[src/design/mfh_pkg.sv]
`timescale 1ns / 1ps

package mfh_pkg;

  localparam int unsigned LenW   = 28;
  localparam int unsigned LimitW = 29;

  localparam logic [LimitW-1:0] LimitReset = 29'd65536;

  localparam logic [1:0] ROLE_HEADER  = 2'd0;
  localparam logic [1:0] ROLE_PAYLOAD = 2'd1;
  localparam logic [1:0] ROLE_DROPPED = 2'd2;

  localparam logic [1:0] ST_OK        = 2'd0;
  localparam logic [1:0] ST_TOO_LONG  = 2'd1;
  localparam logic [1:0] ST_TOO_LARGE = 2'd2;
  localparam logic [1:0] ST_CLOSED    = 2'd3;

  localparam logic [7:0] MoreBit   = 8'h80;
  localparam logic [7:0] ValueMask = 8'h7f;

  typedef struct packed {
    logic [7:0]      data_byte;
    logic [1:0]      byte_role;
    logic [7:0]      packet_kind;
    logic [LenW-1:0] payload_length;
    logic            packet_end;
    logic [1:0]      status;
  } mfh_result_t;

endpackage

[src/design/mfh_in_if.sv]
`timescale 1ns / 1ps

interface mfh_in_if;
  logic       valid;
  logic       ready;
  logic [7:0] rx_byte;

  modport source (output valid, output rx_byte, input ready);
  modport sink (input valid, input rx_byte, output ready);
endinterface

[src/design/mfh_out_if.sv]
`timescale 1ns / 1ps

interface mfh_out_if;
  logic        valid;
  logic        ready;
  logic [7:0]  data_byte;
  logic [1:0]  byte_role;
  logic [7:0]  packet_kind;
  logic [27:0] payload_length;
  logic        packet_end;
  logic [1:0]  status;

  modport source (
    output valid, output data_byte, output byte_role, output packet_kind,
    output payload_length, output packet_end, output status, input ready
  );
  modport sink (
    input valid, input data_byte, input byte_role, input packet_kind,
    input payload_length, input packet_end, input status, output ready
  );
endinterface

[src/design/mfh_core.sv]
`timescale 1ns / 1ps

module mfh_core
  import mfh_pkg::*;
#(
  parameter int unsigned MAX_LENGTH_BYTES = 4
) (
  input  logic              clk,
  input  logic              rst,
  input  logic              wr_en,
  input  logic [LimitW-1:0] wr_data,
  input  logic              accept,
  input  logic [7:0]        rx_byte,
  output mfh_result_t       result
);

  localparam int unsigned SeenW = $clog2(MAX_LENGTH_BYTES + 1);

  localparam logic [1:0] PH_CMD = 2'd0;
  localparam logic [1:0] PH_LEN = 2'd1;
  localparam logic [1:0] PH_PAY = 2'd2;

  logic [LimitW-1:0] first_packet_limit;
  logic [1:0]        phase, phase_next;
  logic [7:0]        current_command, current_command_next;
  logic [SeenW-1:0]  length_bytes_seen, length_bytes_seen_next;
  logic [LenW-1:0]   length_accumulator, length_accumulator_next;
  logic [LenW-1:0]   payload_remaining, payload_remaining_next;
  logic              first_packet_done, first_packet_done_next;
  logic              error_latched, error_latched_next;

  logic [1:0]      seen_ext;
  logic [LenW-1:0] group_value, shifted, acc_sum, rem_dec;
  logic [SeenW-1:0] seen_inc;
  logic [LenW+1:0] total;

  always_comb begin
    seen_ext    = 2'(length_bytes_seen);
    group_value = LenW'(rx_byte & ValueMask);
    unique case (seen_ext)
      2'd0: shifted = group_value;
      2'd1: shifted = group_value << 7;
      2'd2: shifted = group_value << 14;
      2'd3: shifted = group_value << 21;
      default: shifted = group_value;
    endcase
    acc_sum  = length_accumulator + shifted;
    seen_inc = length_bytes_seen + SeenW'(1);
    total    = {2'b00, acc_sum} + (LenW+2)'(1) + (LenW+2)'(seen_inc);
    rem_dec  = payload_remaining - LenW'(1);
  end

  always_comb begin
    phase_next              = phase;
    current_command_next    = current_command;
    length_bytes_seen_next  = length_bytes_seen;
    length_accumulator_next = length_accumulator;
    payload_remaining_next  = payload_remaining;
    first_packet_done_next  = first_packet_done;
    error_latched_next      = error_latched;
    result.data_byte        = rx_byte;
    result.byte_role        = ROLE_HEADER;
    result.packet_kind      = current_command;
    result.payload_length   = length_accumulator;
    result.packet_end       = 1'b0;
    result.status           = ST_OK;

    if (error_latched) begin
      result.byte_role      = ROLE_DROPPED;
      result.packet_kind    = 8'd0;
      result.payload_length = '0;
      result.status         = ST_CLOSED;
    end else if (phase == PH_LEN) begin
      if (length_bytes_seen >= SeenW'(MAX_LENGTH_BYTES)) begin
        error_latched_next = 1'b1;
        result.byte_role   = ROLE_DROPPED;
        result.status      = ST_TOO_LONG;
      end else begin
        length_accumulator_next = acc_sum;
        length_bytes_seen_next  = seen_inc;
        result.payload_length   = acc_sum;
        if ((rx_byte & MoreBit) != 8'd0) begin
          result.byte_role = ROLE_HEADER;
        end else if (!first_packet_done && total >= (LenW+2)'(first_packet_limit)) begin
          error_latched_next = 1'b1;
          result.byte_role   = ROLE_DROPPED;
          result.status      = ST_TOO_LARGE;
        end else begin
          first_packet_done_next = 1'b1;
          if (acc_sum == '0) begin
            phase_next        = PH_CMD;
            result.packet_end = 1'b1;
          end else begin
            phase_next             = PH_PAY;
            payload_remaining_next = acc_sum;
          end
        end
      end
    end else if (phase == PH_PAY) begin
      payload_remaining_next = rem_dec;
      result.byte_role       = ROLE_PAYLOAD;
      if (rem_dec == '0) begin
        result.packet_end = 1'b1;
        phase_next        = PH_CMD;
      end
    end else begin
      current_command_next    = rx_byte;
      length_bytes_seen_next  = '0;
      length_accumulator_next = '0;
      payload_remaining_next  = '0;
      phase_next              = PH_LEN;
      result.packet_kind      = rx_byte;
      result.payload_length   = '0;
    end
  end

  always_ff @(posedge clk) begin
    if (rst) begin
      first_packet_limit <= LimitReset;
      phase              <= PH_CMD;
      current_command    <= '0;
      length_bytes_seen  <= '0;
      length_accumulator <= '0;
      payload_remaining  <= '0;
      first_packet_done  <= 1'b0;
      error_latched      <= 1'b0;
    end else begin
      if (wr_en) begin
        first_packet_limit <= wr_data;
      end
      if (accept) begin
        phase              <= phase_next;
        current_command    <= current_command_next;
        length_bytes_seen  <= length_bytes_seen_next;
        length_accumulator <= length_accumulator_next;
        payload_remaining  <= payload_remaining_next;
        first_packet_done  <= first_packet_done_next;
        error_latched      <= error_latched_next;
      end
    end
  end

  a_error_sticky: assert property (@(posedge clk) disable iff (rst)
    error_latched |=> error_latched)
    else $error("error flag cleared without reset");

  a_payload_nonzero: assert property (@(posedge clk) disable iff (rst)
    (phase == PH_PAY) |-> (payload_remaining != '0))
    else $error("payload phase with nothing left to receive");

  a_seen_bound: assert property (@(posedge clk) disable iff (rst)
    length_bytes_seen <= SeenW'(MAX_LENGTH_BYTES))
    else $error("length byte count beyond the field limit");

endmodule

[src/design/mfh_out_reg.sv]
`timescale 1ns / 1ps

module mfh_out_reg
  import mfh_pkg::*;
(
  input  logic        clk,
  input  logic        rst,
  input  logic        push,
  input  mfh_result_t push_data,
  output logic        push_ready,
  mfh_out_if.source   res
);

  mfh_result_t main_data, skid_data;
  logic        main_valid, skid_valid;
  logic        pop;

  assign pop        = main_valid && res.ready;
  assign push_ready = !skid_valid;

  always_ff @(posedge clk) begin
    if (rst) begin
      main_valid <= 1'b0;
      skid_valid <= 1'b0;
    end else if (pop) begin
      if (skid_valid) begin
        main_data  <= skid_data;
        skid_valid <= 1'b0;
      end else if (push) begin
        main_data <= push_data;
      end else begin
        main_valid <= 1'b0;
      end
    end else if (push) begin
      if (!main_valid) begin
        main_data  <= push_data;
        main_valid <= 1'b1;
      end else begin
        skid_data  <= push_data;
        skid_valid <= 1'b1;
      end
    end
  end

  assign res.valid          = main_valid;
  assign res.data_byte      = main_data.data_byte;
  assign res.byte_role      = main_data.byte_role;
  assign res.packet_kind    = main_data.packet_kind;
  assign res.payload_length = main_data.payload_length;
  assign res.packet_end     = main_data.packet_end;
  assign res.status         = main_data.status;

  a_skid_behind_main: assert property (@(posedge clk) disable iff (rst)
    skid_valid |-> main_valid)
    else $error("second entry held while the first is empty");

endmodule

[src/design/mqtt_fixed_header_deframer.sv]
`timescale 1ns / 1ps

// Splits a received byte stream into packets, one byte per clock while rx is
// ready. Each accepted byte appears on res, tagged as header, payload or
// dropped, with the command byte of its packet, the decoded remaining length
// and an end-of-packet mark. A two-entry output stage lets rx keep accepting
// a byte every cycle while one result waits; rx ready falls only when both
// entries are held by a stalled sink. Errors are sticky until reset. The
// user writes the first packet limit via wr_en and wr_data while the block
// is idle; this is not enforced. There is no memory and no start-up sweep.
module mqtt_fixed_header_deframer
  import mfh_pkg::*;
#(
  parameter int unsigned MAX_LENGTH_BYTES = 4
) (
  input  logic              clk,
  input  logic              rst,
  input  logic              wr_en,
  input  logic [LimitW-1:0] wr_data,
  mfh_in_if.sink            rx,
  mfh_out_if.source         res
);

  mfh_result_t result;
  logic        accept;
  logic        push_ready;

  assign rx.ready = push_ready;
  assign accept   = rx.valid && push_ready;

  mfh_core #(
    .MAX_LENGTH_BYTES(MAX_LENGTH_BYTES)
  ) u_core (
    .clk     (clk),
    .rst     (rst),
    .wr_en   (wr_en),
    .wr_data (wr_data),
    .accept  (accept),
    .rx_byte (rx.rx_byte),
    .result  (result)
  );

  mfh_out_reg u_out_reg (
    .clk        (clk),
    .rst        (rst),
    .push       (accept),
    .push_data  (result),
    .push_ready (push_ready),
    .res        (res)
  );

endmodule

[src/flat_wrapper.sv]
// flat-port wrapper written by rule: the top's interface ports become plain ports
module mqtt_fixed_header_deframer_flat import mfh_pkg::*;
#(
  parameter int unsigned MAX_LENGTH_BYTES = 4
)
  (clk, rst, wr_en, wr_data, rx_valid, rx_rx_byte, rx_ready, res_valid, res_data_byte, res_byte_role, res_packet_kind, res_payload_length, res_packet_end, res_status, res_ready);
  mfh_in_if rx_i ();
  mfh_out_if res_i ();
  input  logic clk;
  input  logic rst;
  input  logic wr_en;
  input  logic [LimitW-1:0] wr_data;
  input wire logic [$bits(rx_i.valid)-1:0] rx_valid;
  input wire logic [$bits(rx_i.rx_byte)-1:0] rx_rx_byte;
  output wire logic [$bits(rx_i.ready)-1:0] rx_ready;
  output wire logic [$bits(res_i.valid)-1:0] res_valid;
  output wire logic [$bits(res_i.data_byte)-1:0] res_data_byte;
  output wire logic [$bits(res_i.byte_role)-1:0] res_byte_role;
  output wire logic [$bits(res_i.packet_kind)-1:0] res_packet_kind;
  output wire logic [$bits(res_i.payload_length)-1:0] res_payload_length;
  output wire logic [$bits(res_i.packet_end)-1:0] res_packet_end;
  output wire logic [$bits(res_i.status)-1:0] res_status;
  input wire logic [$bits(res_i.ready)-1:0] res_ready;
  assign rx_i.valid = rx_valid;
  assign rx_i.rx_byte = rx_rx_byte;
  assign rx_ready = rx_i.ready;
  assign res_valid = res_i.valid;
  assign res_data_byte = res_i.data_byte;
  assign res_byte_role = res_i.byte_role;
  assign res_packet_kind = res_i.packet_kind;
  assign res_payload_length = res_i.payload_length;
  assign res_packet_end = res_i.packet_end;
  assign res_status = res_i.status;
  assign res_i.ready = res_ready;
  mqtt_fixed_header_deframer #(.MAX_LENGTH_BYTES(MAX_LENGTH_BYTES)) u_core (.clk(clk), .rst(rst), .wr_en(wr_en), .wr_data(wr_data), .rx(rx_i), .res(res_i));
endmodule
[config.mk]
export PLATFORM = sky130hd
export DESIGN_NAME = mqtt_fixed_header_deframer_flat
export DESIGN_NICKNAME = d
export VERILOG_FILES = /design/src/design/mfh_pkg.sv /design/src/design/mfh_in_if.sv /design/src/design/mfh_out_if.sv /design/src/design/mfh_core.sv /design/src/design/mfh_out_reg.sv /design/src/design/mqtt_fixed_header_deframer.sv /design/src/flat_wrapper.sv
export SDC_FILE = /design/constraint.sdc
export NUM_CORES = 1
export LEC_CHECK = 0
export BUFFER_PORTS_ARGS = -buffer_cell sky130_fd_sc_hd__buf_2
export CAP_MARGIN = 25
export CORE_MARGIN = 5
export CORE_UTILIZATION = 45
export DETAILED_ROUTE_END_ITERATION = 6
export GPL_TIMING_DRIVEN = 0
export PLACE_DENSITY = 0.72
export SLEW_MARGIN = 0
export SYNTH_ARGS = -nofsm -noshare
export SYNTH_HDL_FRONTEND = slang
export SYNTH_HIERARCHICAL = 1
export SYNTH_SLANG_ARGS = --single-unit
[constraint.sdc]
create_clock -name clk -period 9.25 [get_ports clk]
set_input_delay 1.3875 -clock clk [delete_from_list [all_inputs] [get_ports clk]]
set_output_delay 1.3875 -clock clk [all_outputs]
set_load 0.1 [all_outputs]
# [Word level (Yosys, flattened, before mapping)]
# Cells that the tools add are included.
[totals] ff_bits=200 input_bits=42 out_inout_bits=51 word_cells=124
[classes] addsub=5 order_cmp=2 n_eq_ne=14 muxes=53 n_bitwise=8 reduce_logical=20
[ops] op="$mux W28" count=9
[ops] op="$mux W49" count=5
[ops] op="$pmux W28 S4" count=1
[ops] op="$mux W29" count=2
[ops] op="$logic_not A28 Y1" count=2
[ops] op="$mux W38" count=1
[ops] op="$mux W36" count=1
[ops] op="$add A29 B3 Y30" count=1
[ops] op="$ge A30 B29 Y1" count=1
[ops] op="$add A28 B1 Y29 const B" count=1
[ops] op="$add A28 B28 Y28" count=1
[ops] op="$mux W2" count=14
[ops] op="$sub A28 B1 Y28 const B" count=1
[ops] op="$reduce_and A6 Y1" count=3
[ops] op="$reduce_and A4 Y1" count=4
[ops] op="$mux W1" count=15
[ops] op="$ne A2 B2 Y1 const B" count=7
[ops] op="$mux W3" count=4
[ops] op="$mux W8" count=1
[ops] op="$not A1 Y1" count=8
[ops] op="$eq A2 B2 Y1 const B" count=3
[ops] op="$eq A2 B1 Y1 const B" count=2
[ops] op="$reduce_bool A2 Y1" count=2
[ops] op="$add A3 B1 Y3 const B" count=1
[ops] op="other kinds (9)" count=12

# [Longest topological paths before layout]
# Gate-level depths: netlist of run 1.
[depth] word_depth=15 depth_mapped=30 mapped_depth_nobuf=27

# [Hierarchy]
# The synthesis of run 1 kept the hierarchy.
[modules_own_cells] module="mfh_core" n_inst=1 cells_each=1177 area_per_inst_um2=8901.0 seq_area_each_um2=2001.9
[modules_own_cells] module="mfh_out_reg" n_inst=1 cells_each=165 area_per_inst_um2=3676.0 seq_area_each_um2=2982.9
[modules_own_cells] module="mqtt_fixed_header_deframer" n_inst=1 cells_each=1 area_per_inst_um2=6.3 seq_area_each_um2=0.0

# [Least setup slack after synthesis of run 1]
# Ideal clock, no wire load.
[synth_timing] path_kind="input to register" start="input rx_rx_byte[5]" end="register u_core.u_core.payload_remaining[7]" setup_time_ns=0.134 t_arrival_ns=6.148 t_required_ns=9.116 path_slack_ns=2.968 stages=25 cell_sequence="and2_1 > ha_1 > buf_2 > nand2_1 > o21ai_2 > mux2_2 > a311oi_2 > and4_1 > and2_1 > and3_1 > clkbuf_1 > nand4_1 > xor2_1 > ha_1 > a21o_1 > a21oi_1 > o21ai_0 > nand2b_1 > o2111ai_1 > a21oi_1 > o21ai_0 > clkbuf_1 > clkbuf_1 > o311ai_1 > o41ai_2"
[synth_between] elab_chain_len=8 elab_cells_between_ends=15
[synth_rtl] item="from (decl)" line_no="flat_wrapper.sv:14" rtl="input wire logic [$bits(rx_i.rx_byte)-1:0] rx_rx_byte;"
[synth_rtl] item="$pmux W28 S4 *" line_no="mfh_core.sv:40" rtl="unique case (seen_ext)"
[synth_rtl] item="$add A28 B28 Y28 *" line_no="mfh_core.sv:47" rtl="acc_sum = length_accumulator + shifted;"
[synth_rtl] item="$add A28 B1 Y29" line_no="mfh_core.sv:49" rtl="total = {2'b00, acc_sum} + (LenW+2)'(1) + (LenW+2)'(seen_inc);"
[synth_rtl] item="$add A29 B3 Y30" line_no="mfh_core.sv:49"
[synth_rtl] item="$ge A30 B29 Y1" line_no="mfh_core.sv:84" rtl="end else if (!first_packet_done && total >= (LenW+2)'(first_packet_limit)) begin"
[synth_rtl] item="$logic_and A1 B1 Y1" line_no="mfh_core.sv:84"
[synth_rtl] item="$ne A2 B2 Y1 (no source line)"
[synth_rtl] item="$reduce_and A6 Y1 (no source line)"
[synth_rtl] item="to (signal assigned)" line_no="mfh_core.sv:136" rtl="payload_remaining <= payload_remaining_next;"
[synth_rtl] item="to (decl)" line_no="mfh_core.sv:28" rtl="logic [LenW-1:0] payload_remaining, payload_remaining_next;"
# Mark *: on every way between the ends. The rest lies on a longest branch, timed or not. The select of a mux whose other input is x is not followed.
# A chain may end at the register's enable or synchronous reset.

# [Final worst setup path of run 1]
[layout_timing] start="input rx_rx_byte[0]" end="register u_core.u_core.payload_remaining[0]"
# The elaborated chain is that of the path after synthesis.

==> summary.txt, run 1 <==
Timing
  • RSZ-0062 raised after global routing: false
  • Layout Skew: 0.0154 ns
  • Crit share post-route: between 80 and 90%
  • Min Tclk post-route: approximately 8 ns
  • Max-Slew Margin vs Limit: between 30% and 40%
  • Slew @ Worst Pin: between 1 and 1.5 ns
  • Final hold vios: 0
  • Final setup violation count: 0
  • Setup TNS: 0 ns
  • Achievable frequency: approximately 120 MHz
  • Final max-slew violation count: 0

Worst setup path
  • CP Class: in2reg
  • Worst-path maximum fanout: 10
  • Crit path DAT: 8.39 ns
  • Worst setup SP type: input port
  • Critical Path Sink Type: flip-flop
  • Worst EP required: between 9 and 10 ns

Logic synthesis
  • Adder-cell share of the synthesized area: a little under 7%
  • Leading area contributor after synthesis: edfxtp_1
  • Xor and xnor area share after synthesis: under 10%
  • Sequential-to-total area share from yosys stat: between 30 and 40%
  • Most frequent cell after synthesis: nand2_1
  • Post-synthesis register bit count: 200
  • Cells after Synth: about 1300
  • Ys async rst share: 0%
  • Synth top area share: a little under a quarter
  • Count of cell types in the netlist: 97
  • Most common library cells after synthesis: nand2_1 (142), a21oi_1 (136), dfxtp_1 (102)
  • Compound-cell area share of the yosys netlist: between 10% and 20%
  • Mean Syn Cell Area: 9.37 um2
  • Ys Warns: 6
  • Combinational family with the most area after synthesis: simple AND/OR/NAND/NOR gates
  • Post-Synth Simple-Gate Area: 19.0%
  • Post-synth EDFFs: 98
  • Post-Syn Area: about 0.013 mm2
  • Multiplexer share of the synthesized area: between 7 and 8%
  • Synth Flop Type: dfxtp_1
  • Syn Nets: approximately 1500
  • Synth top area cells: edfxtp_1 (23%), dfxtp_1 (16%), ha_1 (6.6%)

Floorplanning
  • Die Wd: roughly 180 um
  • Num rows: approximately 60
  • Starting Density: 45.4%
  • Die Y: roughly 180 um
  • Die area: around 0.031 mm2
  • Top Ports: 93
  • CORE AREA: 0.0277 mm2

Finish
  • Nets: ~1600
  • Layout cells sized above 1: between 10% and 20%
  • Layout fillers: approximately 2500
  • Non-Filler Cell Area, Final: 0.0142 mm2
  • N_diodes: 0
  • P&R area growth vs syn: 13.0%

Clock tree
  • Cts bufs inserted: 17
  • Clock sink total: 200
  • CTS tree: done
  • Worst-Skew Late Latency: approximately 0.45 ns
  • Post-CTS Setup Bufs: 0
  • CTS clock-pin slew for the worst setup and hold paths: roughly 0.080 ns
  • Hold_buf cts: 0
  • H-tree depth: 4
  • Clock tree buffer depth: 2
  • PostCTS Resize Cnt: 0
  • CTS root buf: clkbuf_16

Global routing
  • All-Layer GR Usage: 23.3%
  • Initial antenna violation count: 1
  • Total grt overflow: 0
  • Vias in the first global route: between 10000 and 15000
  • Largest net degree at the start of global routing: 40
  • First-pass GRT wire length: approximately 58 mm

Drt
  • Antenna Nets Post-Route: 0
  • DR WL/cell: 20.1 um
  • DRC viols: 0
  • Starting DRT DRC Count: approximately 1100
  • First drt pass iteration count: 6
  • WL final: between 30 and 40 mm
  • DR vias/cell: roughly 6.0
  • Total vias in the final route: ~11000

Hold path
  • Worst min path class: reg2reg

Placed design
  • Cell Area, Placed: about 0.014 mm2
  • Placer Congestion: 1.01
  • IO buf count: just over 90
  • Detailed placer's ending HPWL: 27.3 mm

Power and ir drop
  • Pleak: approximately 5.6 nW
  • Power per cell area: around 160 mW/mm2
  • Max VDD drop: 0.159 mV

Status
  • Status: finished, final reports clean

Job
  • Max Cap Viol: 0
[logic make-up after synthesis]
group,after synthesis
fa+ha+maj,68
xor+xnor,55
simple gates,469
buf+inv,137
flops,200
mux,79
compound gates,335
[cell usage in the layout, fill, tap and decap left out, types with 13 or more instances in the layout]
cell / instances
nand3_1: 51
clkbuf_16: 17
clkbuf_1: 52
nor3_1: 27
o41ai_1: 14
ha_1: 66
xor2_1: 21
nor4_1: 13
nand4_1: 16
buf_2: 101
edfxtp_1: 98
mux2_2: 40
a21o_1: 21
nand2_1: 142
o21ai_0: 31
xnor2_1: 27
a21oi_1: 136
dfxtp_1: 102
and2_1: 37
nor2_1: 98
mux2i_1: 29
inv_1: 51
[final cells by class]
type / count / area [um2] / share of cell area [%]
multi-input combinational: 1006 / 6980 / 49.1
timing repair buffer: 97 / 524 / 3.69
clock buffer: 17 / 425 / 2.99
sequential: 200 / 4980 / 35.1
clock inverter: 15 / 205 / 1.44
inverter: 51 / 191 / 1.35
buffer: 86 / 434 / 3.05
tap: 378 / 473 / 3.33
[layer usage]
metal / GRT usage (%) / share of wire [%] / vias to the layer above / wire (um)
met5: 0 / 0 / - / 0
met2: 37.6 / 45 / 496 / 16800
met3: 5.32 / 9.4 / 131 / 3480
li1: - / - / 5153 / -
met4: 11.1 / 5.1 / 0 / 1880
met1: 29.6 / 40 / 5312 / 14900
[worst max-delay path, cell delays in order]
cell and delay [ns]:
buf_2 0.20, and2_1 0.18, ha_1 0.22, fa_1 0.23, nand3_1 0.15, a211oi_2 0.36
nor2_4 0.11, xnor2_1 0.82, and4b_1 0.37, nand4_1 0.13, nor2_1 0.32, and3_1 0.20
clkbuf_1 0.23, nand3_1 0.14, xnor2_1 0.18, ha_1 0.32, a21o_1 0.11, a21oi_1 0.08
inv_1 0.06, a31oi_1 0.04, o41ai_1 0.72, a21oi_1 0.26, o21ai_0 0.30, clkbuf_1 0.37
clkbuf_1 0.53, o21ai_0 0.21, o311a_1 0.16
[stage by stage]
step / power [mW] / setup WS, ns / utilization (%) / hold slack, ns / cells
6_report: 2.32 / 1.20 / 51.3 / 0.459 / 1850
5_1_grt: 2.41 / 0.894 / 51.3 / 0.480 / 1850
4_1_cts: 2.32 / 1.34 / 51.3 / 0.455 / 1849
3_3_place_gp: 1.51 / 1.01 / 48.8 / 0.439 / 1812
2_1_floorplan: 1.38 / 2.97 / - / 0.433 / 1343
3_5_place_dp: 1.52 / 0.926 / 49.0 / 0.444 / 1817
[final timing paths]
kind                                                                 startpoint  slack [ns]                                               to  depth (start not counted)
worst max-delay path                                              rx_rx_byte[0]        1.20  u_core/u_core/payload_remaining[0]$_SDFFE_PP0P_                         27
worst min register to register    u_core/u_core/current_command[0]$_SDFFE_PP0P_        0.46    u_core/u_core/current_command[0]$_SDFFE_PP0P_                          2
worst max register to register  u_core/u_core/length_bytes_seen[0]$_SDFFE_PP0P_        1.48  u_core/u_core/payload_remaining[0]$_SDFFE_PP0P_                         27
worst min-delay path              u_core/u_core/current_command[0]$_SDFFE_PP0P_        0.46    u_core/u_core/current_command[0]$_SDFFE_PP0P_                          2
[report_power, final]
group	internal (mW)	leakage, nW	switching [mW]
logic	0.150	3.57	0.384
registers	0.963	1.75	0.0182
clock network	0.400	0.307	0.402
total	1.51	5.63	0.804
[flip-flops by register name (all words and copies together) (netlist names)]
| name | cells |
|---|---|
| u_core/u_out_reg/res.byte_role | 2 |
| u_core/u_out_reg/res.packet_end | 1 |
| u_core/u_out_reg/res.payload_length | 28 |
| u_core/u_out_reg/res.packet_kind | 8 |
| u_core/u_out_reg/res.valid | 1 |
| u_core/u_core/length_bytes_seen | 3 |
| u_core/u_out_reg/res.data_byte | 8 |
| u_core/u_core/phase | 2 |
| u_core/u_core/length_accumulator | 28 |
| u_core/u_core/first_packet_limit | 29 |
| u_core/u_out_reg/skid_data | 49 |
| u_core/u_core/payload_remaining | 28 |
| u_core/u_core/error_latched | 1 |
| u_core/u_core/current_command | 8 |
| u_core/u_out_reg/res.status | 2 |
| u_core/u_core/first_packet_done | 1 |
| u_core/u_out_reg/skid_valid | 1 |
Power figures use the tool's default switching activity.
==> run 2, diff against run 1 <==
--- a/config.mk
+++ b/config.mk
@@ -5,13 +5,13 @@
 export SDC_FILE = /design/constraint.sdc
 export NUM_CORES = 1
 export LEC_CHECK = 0
+export ABC_AREA = 1
 export BUFFER_PORTS_ARGS = -buffer_cell sky130_fd_sc_hd__buf_2
 export CAP_MARGIN = 25
 export CORE_MARGIN = 5
 export CORE_UTILIZATION = 45
 export DETAILED_ROUTE_END_ITERATION = 6
 export GPL_TIMING_DRIVEN = 0
-export PLACE_DENSITY = 0.72
 export SLEW_MARGIN = 0
 export SYNTH_ARGS = -nofsm -noshare
 export SYNTH_HDL_FRONTEND = slang
==> summary.txt, run 2 <==
Clock tree
  • Worst-Skew Late Latency: 0.45 ns (about the same)
  • CTS root buf: clkbuf_16
  • CTS clock-pin slew for the worst setup and hold paths: 0.08 ns (about the same)
  • Cts bufs inserted: 17 (unchanged)
  • PostCTS Resize Cnt: 0 (unchanged)
  • H-tree depth: 4 (unchanged)
  • Hold_buf cts: 0 (unchanged)
  • Post-CTS Setup Bufs: 0 (unchanged)
  • Clock tree buffer depth: 2 (unchanged)
  • Clock sink total: 200 (unchanged)
  • CTS tree: done

Power and ir drop
  • Power per cell area: 206 mW/mm2 (+27%)
  • Max VDD drop: 0.0915 mV (-42%)
  • Pleak: 7.10 nW (+26%)

Drt
  • DR vias/cell: 5.27 (-12%)
  • WL final: 42.4 mm (+14%)
  • Antenna Nets Post-Route: 0 (unchanged)
  • DRC viols: 0 (unchanged)
  • First drt pass iteration count: 6 (unchanged)
  • Starting DRT DRC Count: 1156 (+3.1%)
  • Total vias in the final route: 12600 (+14%)
  • DR WL/cell: 17.7 um (-12%)

Job
  • Max Cap Viol: 0 (unchanged)

Logic synthesis
  • Post-synthesis register bit count: 200 (unchanged)
  • Ys Warns: 6 (unchanged)
  • Synth top area share: 22.4% (-1.0 points)
  • Count of cell types in the netlist: 41 (-58%)
  • Sequential-to-total area share from yosys stat: 37.9% (-1.7 points)
  • Post-Syn Area: 0.0131 mm2 (+4.5%)
  • Mean Syn Cell Area: 6.97 um2 (-26%)
  • Cells after Synth: 1886 (+40%)
  • Most common library cells after synthesis: nand2_1 (529), inv_1 (264), nor2_1 (180)
  • Leading area contributor after synthesis: edfxtp_1
  • Synth top area cells: edfxtp_1 (22%), dfxtp_1 (16%), nand2_1 (15%)
  • Syn Nets: 1996 (+37%)
  • Ys async rst share: 0% (unchanged)
  • Synth Flop Type: dfxtp_1
  • Post-synth EDFFs: 98 (unchanged)
  • Most frequent cell after synthesis: nand2_1

Worst setup path
  • Crit path top cell by count: nand2_1
  • FF-to-FF path depth: 39 (+44%)
  • Crit path DAT: 7.76 ns (-0.63 ns)
  • CP max stage delay: 0.51 ns (-0.31 ns)
  • Critical path origin: rx_rx_byte[0]
  • Worst r2r dst: u_core/u_core/payload_remaining[7]$_SDFFE_PP0P_
  • Critical path's slowest cell: fa_1
  • CP Class: in2reg
  • R2r startpoint: u_core/u_core/length_bytes_seen[0]$_SDFFE_PP0P_
  • R2r setup slk: 1.85 ns (+0.37 ns)
  • Worst-path maximum fanout: 10 (unchanged)
  • Worst setup SP type: input port
  • Critical Path Sink Type: flip-flop
  • Worst EP required: 9.60 ns (about the same)

Timing
  • Hold_ws: 0.466 ns (+0.00722 ns)
  • Max-Slew Margin vs Limit: 47.3% (+16 points)
  • Min Tclk post-route: 7.41 ns (-0.640 ns)
  • Setup TNS: 0 ns (unchanged)
  • Achievable frequency: 135 MHz (+8.6%)
  • Final setup violation count: 0 (unchanged)
  • Final max-slew violation count: 0 (unchanged)
  • Final hold vios: 0 (unchanged)
  • RSZ-0062 raised after global routing: false
  • Layout Skew: 0.0108 ns (-0.00455 ns)
  • Fin worst setup slack: 1.84 ns (+0.640 ns)
  • Slew @ Worst Pin: 0.788 ns (-0.241 ns)
  • Crit share post-route: 80.1% (-6.9 points)

Floorplanning
  • Num rows: 62 (+1.6%)
  • Starting Density: 45.7% (+0.27 points)
  • Top Ports: 93 (unchanged)
  • Die Y: 181 um (+2.1%)
  • CORE AREA: 0.0288 mm2 (+3.9%)
  • Die area: 0.0327 mm2 (+4.2%)
  • Die Wd: 181 um (+2.1%)

Finish
  • Largest reg by FF count: u_core/u_out_reg/skid_data
  • N_diodes: 0 (unchanged)
  • Commonest cells after routing, fill and taps aside: nand2_1 (529), inv_1 (263), nor2_1 (179), o21ai_0 (162), a21oi_1 (139)
  • Top Registers: u_core/u_out_reg/skid_data (49), u_core/u_core/first_packet_limit (29)
  • Nets: 2109 (+34%)
  • Layout cells sized above 1: 8.20% (-9.5 points)
  • P&R area growth vs syn: 12.0%
  • Post-Route Utilization: 51.2% (-0.13 points)
  • Most common cell after layout, fill and taps aside: nand2_1
  • Max FFs per register: 49 (unchanged)

Status
  • Status: finished, final reports clean

Global routing
  • GR Util met2: 40.7% (+3.1 points)
  • Grt met1 use: 36.0% (+6.3 points)
  • Vias in the first global route: 11800 (+10%)
  • All-Layer GR Usage: 25.4% (+2.1 points)
  • Most Crowded Layer GR: met2
  • First-pass GRT wire length: 65.7 mm (+14%)
  • Total grt overflow: 0 (unchanged)
  • Global-route met3 utilization: 3.18% (-2.1 points)
  • Initial antenna violation count: 0 (-1)
  • Largest net degree at the start of global routing: 28 (-30%)

Hold path
  • Cells on Worst Hold Path: 2 (unchanged)
  • Hold EP: u_core/u_core/current_command[7]$_SDFFE_PP0P_
  • Hold_sp: u_core/u_core/current_command[7]$_SDFFE_PP0P_
  • Worst min path class: reg2reg

Placed design
  • IO buf count: 92 (+1.1%)
  • Detailed placer's ending HPWL: 34.4 mm (+26%)
  • Placer Congestion: 1.03 (+1.8%)
  • Dpl ws: 1.52 ns (+0.598 ns)
run 2: changes by cell type after synthesis, moves of 33 or more:
cell,delta
inv_1,+213
nand2_1,+387
nor2_1,+82
nand3b_1,+33
mux2_2,-40
and2_1,-34
o21ai_0,+131
run 2: layout make-up:
class	count	area (um2)
multi-input cells	1340	6790
fillers	2895	14000
plain buffers	76	370
clock buffers	17	425
repair buffers	94	508
inverters	270	1010
well taps	384	480
clock inverters	15	163
flip-flops and latches	200	4980
run 2: worst max path at each step:
stage                                                            endpoint  slack (ns)  cells after the start
after floorplan           u_core/u_core/payload_remaining[7]$_SDFFE_PP0P_        3.32                     36
after global placement    u_core/u_core/payload_remaining[7]$_SDFFE_PP0P_        1.53                     37
after detailed placement  u_core/u_core/payload_remaining[8]$_SDFFE_PP0P_        1.52                     37
after CTS                 u_core/u_core/payload_remaining[7]$_SDFFE_PP0P_        1.96                     39
after global routing      u_core/u_core/payload_remaining[7]$_SDFFE_PP0P_        1.30                     39
final                     u_core/u_core/payload_remaining[7]$_SDFFE_PP0P_        1.84                     37
run 2: metal layers:
layer | vias up | routed length (um) | part of all wire, %
li1 | 6329 | - | -
met4 | 0 | 1160 | 2.7
met5 | - | 0 | 0
met2 | 420 | 18900 | 45
met1 | 5822 | 19400 | 46
met3 | 59 | 2930 | 6.9
run 2: power by group:
group / internal, mW / switching [mW] / leakage, nW
logic: 0.338 / 0.852 / 5.08
registers: 1.03 / 0.0675 / 1.74
clock network: 0.363 / 0.391 / 0.284
run 2: stage by stage:
stage | power (mW) | cell area, um2 | std cells
global placement | 2.27 | 14100 | 2362
detailed placement | 2.29 | 14100 | 2364
floorplan | 1.94 | 13100 | 1886
finish | 3.04 | 14700 | 2396
CTS | 3.04 | 14700 | 2396
global route | 3.23 | 14700 | 2396
run 2: critical path: cells and delay by family:
kind | cells | cell delay [ns]
compound gates | 4 | 0.75
fa+ha+maj | 4 | 1.32
buf+inv | 7 | 1.28
xor+xnor | 1 | 0.16
simple gates | 21 | 2.84
run 2: logic make-up after synthesis:
kind of cell / share of synthesized area, %
compound gates: 13.5
buf+inv: 10.5
fa+ha+maj: 6.58
flops: 37.9
xor+xnor: 3.05
simple gates: 28.4
==> run 3, diff against run 2 <==
==> constraint.sdc (replaced) <==
create_clock -name clk -period 7.6 [get_ports clk]
set_input_delay 1.14 -clock clk [delete_from_list [all_inputs] [get_ports clk]]
set_output_delay 1.14 -clock clk [all_outputs]
set_load 0.1 [all_outputs]
==> summary.txt, run 3 (synthesis gave the netlist of run 2 again) <==
Power and ir drop
  • Tot Pwr: 3.71 mW (+22%)
  • Power per cell area: 251 mW/mm2 (+22%)
  • Pleak: 7.11 nW (+0.13%)
  • Max VDD drop: 0.111 mV (+22%)

Finish
  • N_diodes: 0 (unchanged)
  • Layout fillers: 2898 (+0.10%)
  • Final std cells w/o fill: 2396 (unchanged)
  • Largest reg by FF count: u_core/u_out_reg/skid_data
  • P&R area growth vs syn: 12.1% (about the same)
  • Top Registers: u_core/u_out_reg/skid_data (49), u_core/u_core/first_packet_limit (29)
  • Layout cells sized above 1: 8.35% (+0.15 points)
  • Commonest cells after routing, fill and taps aside: nand2_1 (529), inv_1 (263), nor2_1 (179), o21ai_0 (162), a21oi_1 (139)
  • Max FFs per register: 49 (unchanged)
  • Most common cell after layout, fill and taps aside: nand2_1
  • Nets: 2109 (unchanged)

Worst setup path
  • CP Class: reg2reg
  • Critical Path Sink Type: flip-flop
  • Crit path top cell by count: nand2_1
  • Critical path's slowest cell: fa_1
  • Worst-path maximum fanout: 10 (unchanged)
  • Worst r2r dst: u_core/u_core/payload_remaining[5]$_SDFFE_PP0P_
  • R2r startpoint: u_core/u_core/length_bytes_seen[0]$_SDFFE_PP0P_
  • Worst EP required: 7.99 ns (-1.61 ns)
  • CP max stage delay: 0.50 ns (about the same)
  • Crit path DAT: 7.44 ns (-0.32 ns)
  • R2r setup slk: 0.54 ns (-1.31 ns)
  • FF-to-FF path depth: 38 (-2.6%)
  • Worst setup SP type: flip-flop

Global routing
  • All-Layer GR Usage: 25.4% (unchanged)
  • Total grt overflow: 0 (unchanged)
  • First-pass GRT wire length: 65.7 mm (unchanged)
  • Vias in the first global route: 11800 (unchanged)
  • Initial antenna violation count: 0 (unchanged)
  • Largest net degree at the start of global routing: 28 (unchanged)

Floorplanning
  • Top Ports: 93 (unchanged)
  • Die area: 0.0327 mm2 (unchanged)
  • CORE AREA: 0.0288 mm2 (unchanged)
  • Starting Density: 45.7% (unchanged)
  • Die Wd: 181 um (unchanged)
  • Num rows: 62 (unchanged)
  • Die Y: 181 um (unchanged)

Status
  • Status: finished, final reports clean

Clock tree
  • Hold_buf cts: 0 (unchanged)
  • CTS tree: done
  • Cts bufs inserted: 17 (unchanged)
  • CTS clock-pin slew for the worst setup and hold paths: 0.08 ns (about the same)
  • Worst-Skew Late Latency: 0.45 ns (about the same)
  • H-tree depth: 4 (unchanged)
  • Clock sink total: 200 (unchanged)
  • Clock tree buffer depth: 2 (unchanged)
  • CTS root buf: clkbuf_16

Timing
  • Final max-slew violation count: 0 (unchanged)
  • Crit share post-route: between 90 and 100%
  • Final setup violation count: 0 (unchanged)
  • RSZ-0062 raised after global routing: false
  • Max-Slew Margin vs Limit: 46.9% (-0.40 points)
  • Min Tclk post-route: 7.06 ns
  • Setup TNS: 0 ns (unchanged)
  • Layout Skew: 0.0114 ns (+0.000623 ns)
  • Slew @ Worst Pin: 0.794 ns (+0.00605 ns)
  • Final hold vios: 0 (unchanged)
  • Achievable frequency: around 140 MHz

Drt
  • First drt pass iteration count: 6 (unchanged)
  • Antenna Nets Post-Route: 0 (unchanged)
  • Total vias in the final route: 12600 (-0.079%)
  • Starting DRT DRC Count: 1155 (-0.087%)
  • DRC viols: 0 (unchanged)
  • DR WL/cell: 17.7 um (about the same)
  • WL final: 42.4 mm (about the same)
  • DR vias/cell: 5.27 (about the same)

Hold path
  • Cells on Worst Hold Path: 2 (unchanged)
  • Worst min path class: reg2reg
  • Hold EP: u_core/u_core/current_command[7]$_SDFFE_PP0P_
  • Hold_sp: u_core/u_core/current_command[7]$_SDFFE_PP0P_

Placed design
  • IO buf count: 92 (unchanged)
  • Cell Count Post-Placement: 2364 (unchanged)
  • Placer Congestion: 1.03 (unchanged)
  • Detailed placer's ending HPWL: 34.4 mm (unchanged)

Job
  • Max Cap Viol: 0 (unchanged)
run 3: cell count changes in the layout (fill, tap and decap cells not counted), sizes merged:
| cell | delta |
|---|---|
| clkbuf | +2 |
| buf | -2 |
run 3: layout make-up:
cell class | count | area, um2 | area share, %
Sequential cell | 200 | 4980 | 33.8
Clock inverter | 15 | 163 | 1.10
Multi-Input combinational cell | 1340 | 6790 | 46.1
Clock buffer | 17 | 425 | 2.89
Timing Repair Buffer | 94 | 508 | 3.45
Buffer | 76 | 374 | 2.54
Tap cell | 384 | 480 | 3.26
Inverter | 270 | 1010 | 6.88
run 3: what timing repair did:
action                     in CTS  in global routing
setup endpoints to repair       0                 28
setup buffers                   0                  0
gates resized for setup         0                  4
run 3: metal layers:
layer  part of all wire (%)  wire length (um)  global-route usage (%)
met1                     46             19500                    36.0
met2                     45             19000                    40.7
met3                    6.8              2900                    3.18
met4                    2.5              1080                    7.96
met5                      0                 0                       0
run 3: power breakdown:
part	total [mW]	internal (mW)	switching, mW
Sequential	1.34	1.25	0.0823
Combinational	1.45	0.412	1.04
Clock	0.919	0.442	0.477
run 3: metrics by stage:
stage               worst slack [ns]  hold WS [ns]  util, %  area [um2]
detailed placement             0.121         0.458     49.1       14100
CTS                            0.311         0.469     51.2       14700
finish                         0.542         0.467     51.2       14700
global route                  0.0137         0.494     51.2       14700
global placement               0.126         0.451     49.0       14100
floorplan                       1.92         0.432        -       13100
run 3: worst max-delay path by stage:
stage	from	endpoint	cells past startpoint
finish	u_core/u_core/length_bytes_seen[0]$_SDFFE_PP0P_	u_core/u_core/payload_remaining[5]$_SDFFE_PP0P_	38
global route	u_core/u_core/length_bytes_seen[0]$_SDFFE_PP0P_	u_core/u_core/payload_remaining[27]$_SDFFE_PP0P_	38
CTS	u_core/u_core/length_bytes_seen[0]$_SDFFE_PP0P_	u_core/u_core/payload_remaining[7]$_SDFFE_PP0P_	39
detailed placement	rx_rx_byte[0]	u_core/u_core/payload_remaining[8]$_SDFFE_PP0P_	37
global placement	rx_rx_byte[0]	u_core/u_core/payload_remaining[7]$_SDFFE_PP0P_	37
floorplan	rx_rx_byte[0]	u_core/u_core/payload_remaining[7]$_SDFFE_PP0P_	36
run 3: critical path: cells and delay by family, from the launching register on:
family | cells | cell delay, ns
buffers and inverters | 8 | 1.27
adder cells (fa/ha/maj) | 5 | 1.55
flip-flops | 1 | 0.41
AO/OA/AOI/OAI | 5 | 0.87
AND/OR/NAND/NOR | 19 | 2.74
XOR/XNOR | 1 | 0.16
